### config.mk
export PLATFORM = sky130hd
export DESIGN_NAME = aes_key_exp
export DESIGN_NICKNAME = d
export VERILOG_FILES = /design/src/rtl/aes_pkg.sv /design/src/rtl/aes_key_exp.sv
export SDC_FILE = /design/constraint.sdc
export NUM_CORES = 2
export LEC_CHECK = 0
export BUFFER_PORTS_ARGS = -buffer_cell sky130_fd_sc_hd__buf_4
export CAP_MARGIN = 0
export CORE_AREA = 8 8 776 778
export CTS_CLUSTER_SIZE = 24
export DETAILED_ROUTE_END_ITERATION = 7
export DIE_AREA = 0 0 784 786
export SYNTH_ARGS = -nofsm -noshare
export SYNTH_HDL_FRONTEND = slang
export SYNTH_SLANG_ARGS = --single-unit
export TNS_END_PERCENT = 5
### constraint.sdc
create_clock -name clk -period 8.57 [get_ports clk]
set_input_delay 0.857 -clock clk [delete_from_list [all_inputs] [get_ports clk]]
set_output_delay 0.857 -clock clk [all_outputs]
set_load 0.02 [all_outputs]
### src/rtl/aes_pkg.sv
// Shared types, tables and helpers for the AES block encrypt pipeline.
package aes_pkg;

  localparam int MAX_ROUNDS = 14;
  localparam int RK_NUM     = MAX_ROUNDS + 1;

  typedef struct packed {
    logic [63:0] plain_high;
    logic [63:0] plain_low;
  } aes_in_t;

  typedef struct packed {
    logic [63:0] cipher_high;
    logic [63:0] cipher_low;
  } aes_out_t;

  typedef enum logic [2:0] {
    REG_KEY_SIZE = 3'd0,
    REG_KEY_0    = 3'd1,
    REG_KEY_1    = 3'd2,
    REG_KEY_2    = 3'd3,
    REG_KEY_3    = 3'd4
  } cfg_reg_t;

  typedef enum logic [1:0] {
    KS_128 = 2'd0,
    KS_192 = 2'd1,
    KS_256 = 2'd2
  } key_size_t;

  typedef enum logic [1:0] {
    EXP_LOAD,
    EXP_RUN,
    EXP_IDLE
  } exp_state_t;

  // Control handed along the round chain.
  typedef struct packed {
    logic valid;
    logic last;
  } cell_ctl_t;

  localparam logic [7:0] SBOX [256] = '{
    8'h63,8'h7c,8'h77,8'h7b,8'hf2,8'h6b,8'h6f,8'hc5,8'h30,8'h01,8'h67,8'h2b,8'hfe,8'hd7,8'hab,8'h76,
    8'hca,8'h82,8'hc9,8'h7d,8'hfa,8'h59,8'h47,8'hf0,8'had,8'hd4,8'ha2,8'haf,8'h9c,8'ha4,8'h72,8'hc0,
    8'hb7,8'hfd,8'h93,8'h26,8'h36,8'h3f,8'hf7,8'hcc,8'h34,8'ha5,8'he5,8'hf1,8'h71,8'hd8,8'h31,8'h15,
    8'h04,8'hc7,8'h23,8'hc3,8'h18,8'h96,8'h05,8'h9a,8'h07,8'h12,8'h80,8'he2,8'heb,8'h27,8'hb2,8'h75,
    8'h09,8'h83,8'h2c,8'h1a,8'h1b,8'h6e,8'h5a,8'ha0,8'h52,8'h3b,8'hd6,8'hb3,8'h29,8'he3,8'h2f,8'h84,
    8'h53,8'hd1,8'h00,8'hed,8'h20,8'hfc,8'hb1,8'h5b,8'h6a,8'hcb,8'hbe,8'h39,8'h4a,8'h4c,8'h58,8'hcf,
    8'hd0,8'hef,8'haa,8'hfb,8'h43,8'h4d,8'h33,8'h85,8'h45,8'hf9,8'h02,8'h7f,8'h50,8'h3c,8'h9f,8'ha8,
    8'h51,8'ha3,8'h40,8'h8f,8'h92,8'h9d,8'h38,8'hf5,8'hbc,8'hb6,8'hda,8'h21,8'h10,8'hff,8'hf3,8'hd2,
    8'hcd,8'h0c,8'h13,8'hec,8'h5f,8'h97,8'h44,8'h17,8'hc4,8'ha7,8'h7e,8'h3d,8'h64,8'h5d,8'h19,8'h73,
    8'h60,8'h81,8'h4f,8'hdc,8'h22,8'h2a,8'h90,8'h88,8'h46,8'hee,8'hb8,8'h14,8'hde,8'h5e,8'h0b,8'hdb,
    8'he0,8'h32,8'h3a,8'h0a,8'h49,8'h06,8'h24,8'h5c,8'hc2,8'hd3,8'hac,8'h62,8'h91,8'h95,8'he4,8'h79,
    8'he7,8'hc8,8'h37,8'h6d,8'h8d,8'hd5,8'h4e,8'ha9,8'h6c,8'h56,8'hf4,8'hea,8'h65,8'h7a,8'hae,8'h08,
    8'hba,8'h78,8'h25,8'h2e,8'h1c,8'ha6,8'hb4,8'hc6,8'he8,8'hdd,8'h74,8'h1f,8'h4b,8'hbd,8'h8b,8'h8a,
    8'h70,8'h3e,8'hb5,8'h66,8'h48,8'h03,8'hf6,8'h0e,8'h61,8'h35,8'h57,8'hb9,8'h86,8'hc1,8'h1d,8'h9e,
    8'he1,8'hf8,8'h98,8'h11,8'h69,8'hd9,8'h8e,8'h94,8'h9b,8'h1e,8'h87,8'he9,8'hce,8'h55,8'h28,8'hdf,
    8'h8c,8'ha1,8'h89,8'h0d,8'hbf,8'he6,8'h42,8'h68,8'h41,8'h99,8'h2d,8'h0f,8'hb0,8'h54,8'hbb,8'h16
  };

  function automatic logic [7:0] sbox(input logic [7:0] x);
    return SBOX[x];
  endfunction

  function automatic logic [31:0] sub_word(input logic [31:0] w);
    return {sbox(w[31:24]), sbox(w[23:16]), sbox(w[15:8]), sbox(w[7:0])};
  endfunction

  function automatic logic [7:0] xtime(input logic [7:0] b);
    return {b[6:0], 1'b0} ^ (b[7] ? 8'h1b : 8'h00);
  endfunction

  // Round constant by word index / Nk.
  function automatic logic [7:0] rcon(input logic [3:0] q);
    logic [7:0] r;
    case (q)
      4'd0:    r = 8'h8d;
      4'd1:    r = 8'h01;
      4'd2:    r = 8'h02;
      4'd3:    r = 8'h04;
      4'd4:    r = 8'h08;
      4'd5:    r = 8'h10;
      4'd6:    r = 8'h20;
      4'd7:    r = 8'h40;
      4'd8:    r = 8'h80;
      4'd9:    r = 8'h1b;
      4'd10:   r = 8'h36;
      default: r = 8'h00;
    endcase
    return r;
  endfunction

endpackage

### src/rtl/aes_key_exp.sv
// Key registers and word-serial FIPS-197 key expansion into round key registers.
module aes_key_exp
  import aes_pkg::*;
(
  input  logic         clk,
  input  logic         rst_n,
  input  logic         cfg_valid,
  output logic         cfg_ready,
  input  logic [2:0]   cfg_index,
  input  logic [63:0]  cfg_data,
  output logic         busy,
  output logic [1:0]   key_size_eff,
  output logic [127:0] round_keys [RK_NUM]
);

  exp_state_t  state_r, state_nxt;
  logic        do_load, do_run;
  logic [1:0]  key_size_r;
  logic [63:0] key_r [4];
  logic [31:0] win_r [8];
  logic [5:0]  i_r;
  logic [2:0]  j_r;
  logic [3:0]  q_r;
  logic [2:0]  nk_m1;
  logic [5:0]  total_m1;
  logic [31:0] new_word, temp, key_word;
  logic        cfg_wr;

  assign key_size_eff = (key_size_r == 2'd3) ? KS_256 : key_size_r;
  assign cfg_wr = cfg_valid && cfg_ready;

  always_comb begin
    case (key_size_eff)
      KS_128:  begin nk_m1 = 3'd3; total_m1 = 6'd43; end
      KS_192:  begin nk_m1 = 3'd5; total_m1 = 6'd51; end
      default: begin nk_m1 = 3'd7; total_m1 = 6'd59; end
    endcase
  end

  always_comb begin
    state_nxt = state_r;
    unique case (state_r)
      EXP_LOAD: state_nxt = EXP_RUN;
      EXP_RUN:  if (i_r == total_m1) state_nxt = EXP_IDLE;
      EXP_IDLE: if (cfg_wr) state_nxt = EXP_LOAD;
      default:  state_nxt = EXP_LOAD;
    endcase
  end

  always_comb begin
    do_load   = 1'b0;
    do_run    = 1'b0;
    cfg_ready = 1'b0;
    busy      = 1'b1;
    unique case (state_r)
      EXP_LOAD: do_load = 1'b1;
      EXP_RUN:  do_run = 1'b1;
      EXP_IDLE: begin
        cfg_ready = 1'b1;
        busy      = 1'b0;
      end
      default: ;
    endcase
  end

  always_comb begin
    key_word = i_r[0] ? key_r[i_r[2:1]][31:0] : key_r[i_r[2:1]][63:32];
    temp = win_r[0];
    if (j_r == 3'd0) begin
      temp = sub_word({win_r[0][23:0], win_r[0][31:24]}) ^ {rcon(q_r), 24'h0};
    end else if (nk_m1 == 3'd7 && j_r == 3'd4) begin
      temp = sub_word(win_r[0]);
    end
    if (i_r <= {3'b000, nk_m1}) new_word = key_word;
    else new_word = win_r[nk_m1] ^ temp;
  end

  always_ff @(posedge clk) begin
    if (!rst_n) begin
      state_r    <= EXP_LOAD;
      key_size_r <= KS_128;
      for (int k = 0; k < 4; k++) key_r[k] <= '0;
    end else begin
      state_r <= state_nxt;
      if (cfg_wr) begin
        unique case (cfg_index)
          REG_KEY_SIZE: key_size_r <= cfg_data[1:0];
          REG_KEY_0:    key_r[0] <= cfg_data;
          REG_KEY_1:    key_r[1] <= cfg_data;
          REG_KEY_2:    key_r[2] <= cfg_data;
          REG_KEY_3:    key_r[3] <= cfg_data;
          default: ;
        endcase
      end
    end
  end

  always_ff @(posedge clk) begin
    if (do_load) begin
      i_r <= '0;
      j_r <= '0;
      q_r <= '0;
      for (int k = 0; k < RK_NUM; k++) round_keys[k] <= '0;
    end else if (do_run) begin
      i_r <= i_r + 6'd1;
      if (j_r == nk_m1) begin
        j_r <= '0;
        q_r <= q_r + 4'd1;
      end else begin
        j_r <= j_r + 3'd1;
      end
      round_keys[i_r[5:2]][127 - 32*i_r[1:0] -: 32] <= new_word;
      win_r[0] <= new_word;
      for (int k = 1; k < 8; k++) win_r[k] <= win_r[k-1];
    end
  end

  a_run_ends: assert property (@(posedge clk) disable iff (!rst_n)
    (state_r == EXP_RUN && i_r == total_m1) |=> state_r == EXP_IDLE)
    else $error("key expansion did not finish");
  a_cfg_busy: assert property (@(posedge clk) disable iff (!rst_n)
    cfg_wr |=> busy)
    else $error("config write did not restart expansion");
  a_load_run: assert property (@(posedge clk) disable iff (!rst_n)
    state_r == EXP_LOAD |=> (state_r == EXP_RUN && i_r == 6'd0 && j_r == 3'd0))
    else $error("expansion did not start at word zero");

endmodule

### Word-level counts from Yosys, hierarchy flattened

Memory sizes are Yosys's and may differ from the RTL's. A register that Yosys moved wholly into a read port is not among the register bits.
Cells that the tools add are included.

| word-level totals | value |
|---|---|
| memory bits (read-only) | 8,320 |
| logic and storage cells | 131 |
| bits in registers | 1,937 |
| memories | 7 |
| memory bits (writable) | 512 |
| output and inout port bits | 1,924 |

Memory list:

| name | depth | bits a word | read ports | clocked after memory_dff | write ports | line | RTL |
|---|---|---|---|---|---|---|---|
| (name not given) | 256 | 8 | 1 | 0 | 0 | aes_pkg.sv:63 | `return SBOX[x];` |
| (name not given) | 256 | 8 | 1 | 0 | 0 | aes_pkg.sv:63 |  |
| (name not given) | 256 | 8 | 1 | 0 | 0 | aes_pkg.sv:63 |  |
| (name not given) | 256 | 8 | 1 | 0 | 0 | aes_pkg.sv:63 |  |
| key_r | 4 | 64 | 1 | 1 | 4 | aes_key_exp.sv:19 | `logic [63:0] key_r [4];` |
| win_r | 8 | 32 | 8 | 0 | 8 | aes_key_exp.sv:20 | `logic [31:0] win_r [8];` |
| 1 more memories | -- | -- | -- | -- | -- | -- |  |

| cells by class | value |
|---|---|
| reduce and logical (&&, ||, !) cells | 10 |
| shift operators | 2 |
| magnitude comparators | 7 |
| bitwise logic cells | 11 |
| eq/ne operators | 14 |
| muxes and demuxes | 55 |
| add/sub/neg operators | 5 |

Operators by type and width:

| cell | number |
|---|---|
| $bwmux 1920 | 1 |
| $demux 128 s4 | 1 |
| $mux 64 | 4 |
| $shift 32x34->159 const A | 1 |
| $shiftx 32x34->159 | 1 |
| $mux 128 | 1 |
| $mux 32 | 4 |
| $mux 8 | 9 |
| $xor 32x32->32 | 2 |
| $ge 9x9->1 const B | 4 |
| $not 8->9 | 4 |
| $neg 32->34 | 1 |
| $mux 1 | 24 |
| $mux 2 | 5 |
| $pmux 5 s2 | 1 |
| $eq 3x3->1 const B | 3 |
| $mux 4 | 2 |
| $sub 7x7->8 const A | 1 |
| $add 6x1->6 const B | 1 |
| $eq 3x2->1 const B | 2 |
| $eq 6x6->1 | 1 |
| $le 6x3->1 | 1 |
| $logic_not 3->1 | 2 |
| $pmux 2 s3 | 1 |
| 16 further kinds | 27 |

### Depth between registers and ports, before layout

| logic depth | value |
|---|---|
| depth after elaboration | 12 |
| depth in mapped cells | 17 |

### Least setup slack after synthesis

OpenSTA, ideal clock, no wires.

| path | value |
|---|---|
| path type | reg-to-reg |
| start point | register state_r[0] |
| end point | memory key_r[1][0] (enable) |
| stages on the path, launching flop included | 6 |
| arrival time | 5.858 ns |
| required time | 7.988 ns |
| path slack | 2.130 ns |
| setup time | 0.582 ns |
| cell sequence | dfxtp_1 -> clkbuf_1 -> nand2b_1 -> inv_1 -> nand3_1 -> o31ai_1 |

RTL lines:

| item | line | RTL |
|---|---|---|
| start, declared | aes_key_exp.sv:16 | `exp_state_t state_r, state_nxt;` |
| start signal, assigned | aes_key_exp.sv:84 | `state_r <= state_nxt;` |
| end, declared | aes_key_exp.sv:19 |  |

==> metrics.md <==
| Metric | Value |
|---|---|
| CTS root buf | `clkbuf_16` |
| Largest net degree at the start of global routing | `~130` |
| Total GRT Usage | `0.1818` |
| Max-slew headroom | `-0.004321` |
| Seq pwr share | `0.416` |
| Post-route ant nets | `0` |
| Hold Buf Count CTS | `0` |
| Warnings, synthesis | `0` |
| Hold WC Path Type | `input pin to flip-flop` |
| Area contributors post-synth | `dfxtp_1 (41%), edfxtp_1 (16%), a22o_1 (14%), o21ai_0 (2.3%), clkbuf_1 (2.3%)` |
| Internal power | `~20000 uW` |
| Die Y | `a little under 800 um` |
| First-pass GRT wire length | `between 700000 and 800000 um` |
| Failing checks | `capacitance limit, slew limit` |
| Max Slew Vio Count | `14` |
| Initial DRC count | `between 10000 and 15000` |
| H-tree Lvls | `5` |
| Worst-skew pair later-pin latency | `between 0.9 and 1 ns` |
| RSZ-0062 raised after global routing | `no` |
| Via density per instance | `4.706` |
| Antenna violations before repair | `69` |
| CP max-delay cell | `o32ai_1` |
| Post-synth EDFFs | `around 500` |
| Synth cell types | `between 100 and 150` |
| CP Data Required Time | `9.34 ns` |
| Clock buffer count from CTS | `277` |
| Net switching power | `around 9000 uW` |
| Most numerous cell in the Yosys netlist | `dfxtp_1` |
| Setup TNS Final | `0 ns` |
| Final setup fails | `0` |
| Post-synthesis sequential area ratio | `0.5685` |
| Setup CP Type | `flip-flop to flip-flop` |
| Detailed Place HPWL | `427800 um` |
| Wire length per cell | `32.64 um` |
| Mapped Area | `95610 um^2` |
| Comb power frac | `0.166` |
| CP cell instances | `inv_1 -> ha_1 -> buf_4 -> nand2b_1 -> nand3_1 -> o311ai_0 -> a31oi_1 -> o32ai_1 -> o22ai_1 -> o21ai_1 -> nand3_4 -> buf_12 -> a22o_1` |
| CTS tree | `done` |
| Number of I/O port buffers | `~2000` |
| Delay-heaviest family, CP | `compound AO/OA/AOI/OAI gates` |
| Post-synth top area cell | `dfxtp_1` |
| Clock Power Share | `0.418` |
| Fin cells | `18390` |
| Share of layout cells above drive strength 1 | `0.2997` |
| Longest Clk Path Bufs | `4` |
| Drt pass-1 iters | `8` |
| Max_cap viols | `1` |
| Status | `complete, but fails checks` |
| Buffers and inverters on the worst path | `3` |
| Type of element launching the critical path | `flip-flop` |
| Synth top area share | `0.4077` |
| Peak Freq | `between 0.15 and 0.2 GHz` |
| # IOs | `~2000` |
| Starting density of the core | `0.1619` |
| Final routed DRC violation total | `0` |
| Total number of vias | `86550` |
| Syn_nets | `8711` |
| # nets final | `~10000` |
| Post-CTS setup buffer count | `0` |
| Async set or reset register ratio after synthesis | `0` |
| Placed Cells | `17860` |
| # resized after CTS | `0` |
| Synth Flop Type | `dfxtp_1` |
| Worst Path Max Fanout | `38` |
| Worst-Margin Slew | `1.506 ns` |
| Vias in the first global route | `82180` |
| Final min period | `6.308 ns` |
| Leading cell types by count after synthesis | `dfxtp_1 (1947), a22o_1 (1526), clkbuf_1 (586), nand2_1 (581), edfxtp_1 (512)` |
| Critical Path AT | `7.08 ns` |
| Pwr/cell area | `223.1 nW/um^2` |
| Horiz. Die Dim | `roughly 780 um` |
| FILL cells | `63680` |
| Final WL | `approximately 600000 um` |
| Layout Skew | `0.08169 ns` |
| P_leak | `0.05106 uW` |
| Clk sinks | `2459` |
| DIE AREA | `616200 um^2` |
| Switching part of the total | `0.3159` |
| Count of final hold-check violations | `0` |
| GRT overflow | `0` |
| Synth Instances | `around 8600` |
| Row cnt | `283` |
| Reg clk slew, reported paths | `about 0.060 ns` |
| Avg Inst Size Synth | `11.15 um^2` |
| Core area | `between 500000 and 600000 um^2` |
| Synthesized flop and latch total | `approximately 2500` |
| Max stage delay on crit path | `1.18 ns` |
| Worst Setup End Kind | `flip-flop` |
| Peak VDD IR | `183.9 uV` |
| Final Cycle Share | `0.7361` |
| Area grow syn2layout | `36.11%` |
| Routability cong. | `~0.93` |
[logic make-up after synthesis]
logic type / after synthesis / share of synthesized area
buf+inv: 960 / 0.04445
mux: 185 / 0.03097
xor+xnor: 28 / 0.002709
compound gates: 3009 / 0.2474
fa+ha+maj: 69 / 0.009003
flops: 2459 / 0.5685
simple gates: 1863 / 0.09698
[registers in the layout (all words and copies together) (netlist names), named ones only]
register    cells
round_keys   1920
key_r         256
win_r         256
i_r             6
q_r             4
j_r             3
key_size_r      2
state_r         2
[cell usage in the layout, fill, tap and decap left out, types with 37 or more instances in the layout]
| cell | instances |
|---|---|
| a211oi_1 | 65 |
| a21oi_1 | 179 |
| a21oi_4 | 47 |
| a22o_1 | 1526 |
| a311oi_1 | 37 |
| a31oi_1 | 66 |
| a32o_1 | 154 |
| and2_1 | 326 |
| buf_4 | 2311 |
| clkbuf_1 | 75 |
| clkbuf_16 | 282 |
| clkbuf_8 | 42 |
| dfxtp_1 | 1942 |
| edfxtp_1 | 512 |
| ha_1 | 68 |
| inv_1 | 48 |
| mux2i_1 | 74 |
| mux4_2 | 84 |
| nand2_1 | 577 |
| nand2b_1 | 113 |
| nand3_1 | 129 |
| nor2_1 | 212 |
| nor2_4 | 43 |
| nor2b_1 | 110 |
| nor3_1 | 105 |
| o211ai_1 | 56 |
| o21ai_0 | 438 |
[metal layers]
layer / global-route usage / routed length [um] / part of all wire
met5: 0 / 55 / 0.000092
met4: 0.09231 / 36360 / 0.061
met3: 0.05118 / 58950 / 0.098
met2: 0.2891 / 269900 / 0.45
met1: 0.2244 / 234900 / 0.39
[worst paths after layout]
path | to | cells after the start | slack [ns] | startpoint
worst min-delay path | key_r[2][54]$_SDFFCE_PN0P_ | 2 | 0.19 | cfg_data[54]
worst min register to register | win_r[7][10]$_DFFE_PP_ | 0 | 0.39 | win_r[6][10]$_DFFE_PP_
worst max-delay path | round_keys[418]$_SDFFE_PN0P_ | 13 | 2.26 | win_r[0][24]$_DFFE_PP_
worst max register to register | round_keys[418]$_SDFFE_PN0P_ | 13 | 2.26 | win_r[0][24]$_DFFE_PP_
[power groups by stage]
| stage | clock network [uW] | logic, uW | registers (uW) |
|---|---|---|---|
| 5_1_grt | 12800 | 4940 | 12100 |
| 4_1_cts | 12400 | 4740 | 12100 |
| 3_3_place_gp | 0 | 4800 | 12300 |
| 6_report | 12100 | 4830 | 12100 |
| 2_1_floorplan | 0 | 2270 | 12300 |
| 3_5_place_dp | 0 | 4730 | 12300 |
[cell type report]
type / instances / area (um^2) / area share
sequential: 2459 / 54360 / 0.4177
multi-input combinational: 5154 / 38440 / 0.2954
timing repair buffer: 2347 / 18070 / 0.1389
tap: 7837 / 9806 / 0.07535
clock buffer: 400 / 7921 / 0.06087
clock inverter: 98 / 1216 / 0.009345
inverter: 60 / 235.2 / 0.001808
antenna: 34 / 85.08 / 0.0006538
[through the flow]
| stage | hold slack (ns) | worst slack, ns | total power (uW) | cell area (um^2) | util |
|---|---|---|---|---|---|
| floorplan | 0.4003 | 2.130 | 14580 | 95610 | - |
| global placement | 0.4005 | 2.578 | 17120 | 120900 | 0.2047 |
| detailed placement | 0.4045 | 2.579 | 17060 | 120900 | 0.2047 |
| CTS | 0.1000 | 2.465 | 29190 | 130100 | 0.2202 |
| global route | 0.1489 | 2.259 | 29850 | 130100 | 0.2202 |
| finish | 0.1906 | 2.262 | 29040 | 130100 | 0.2203 |
No activity file was read; power rests on OpenSTA's default activity.
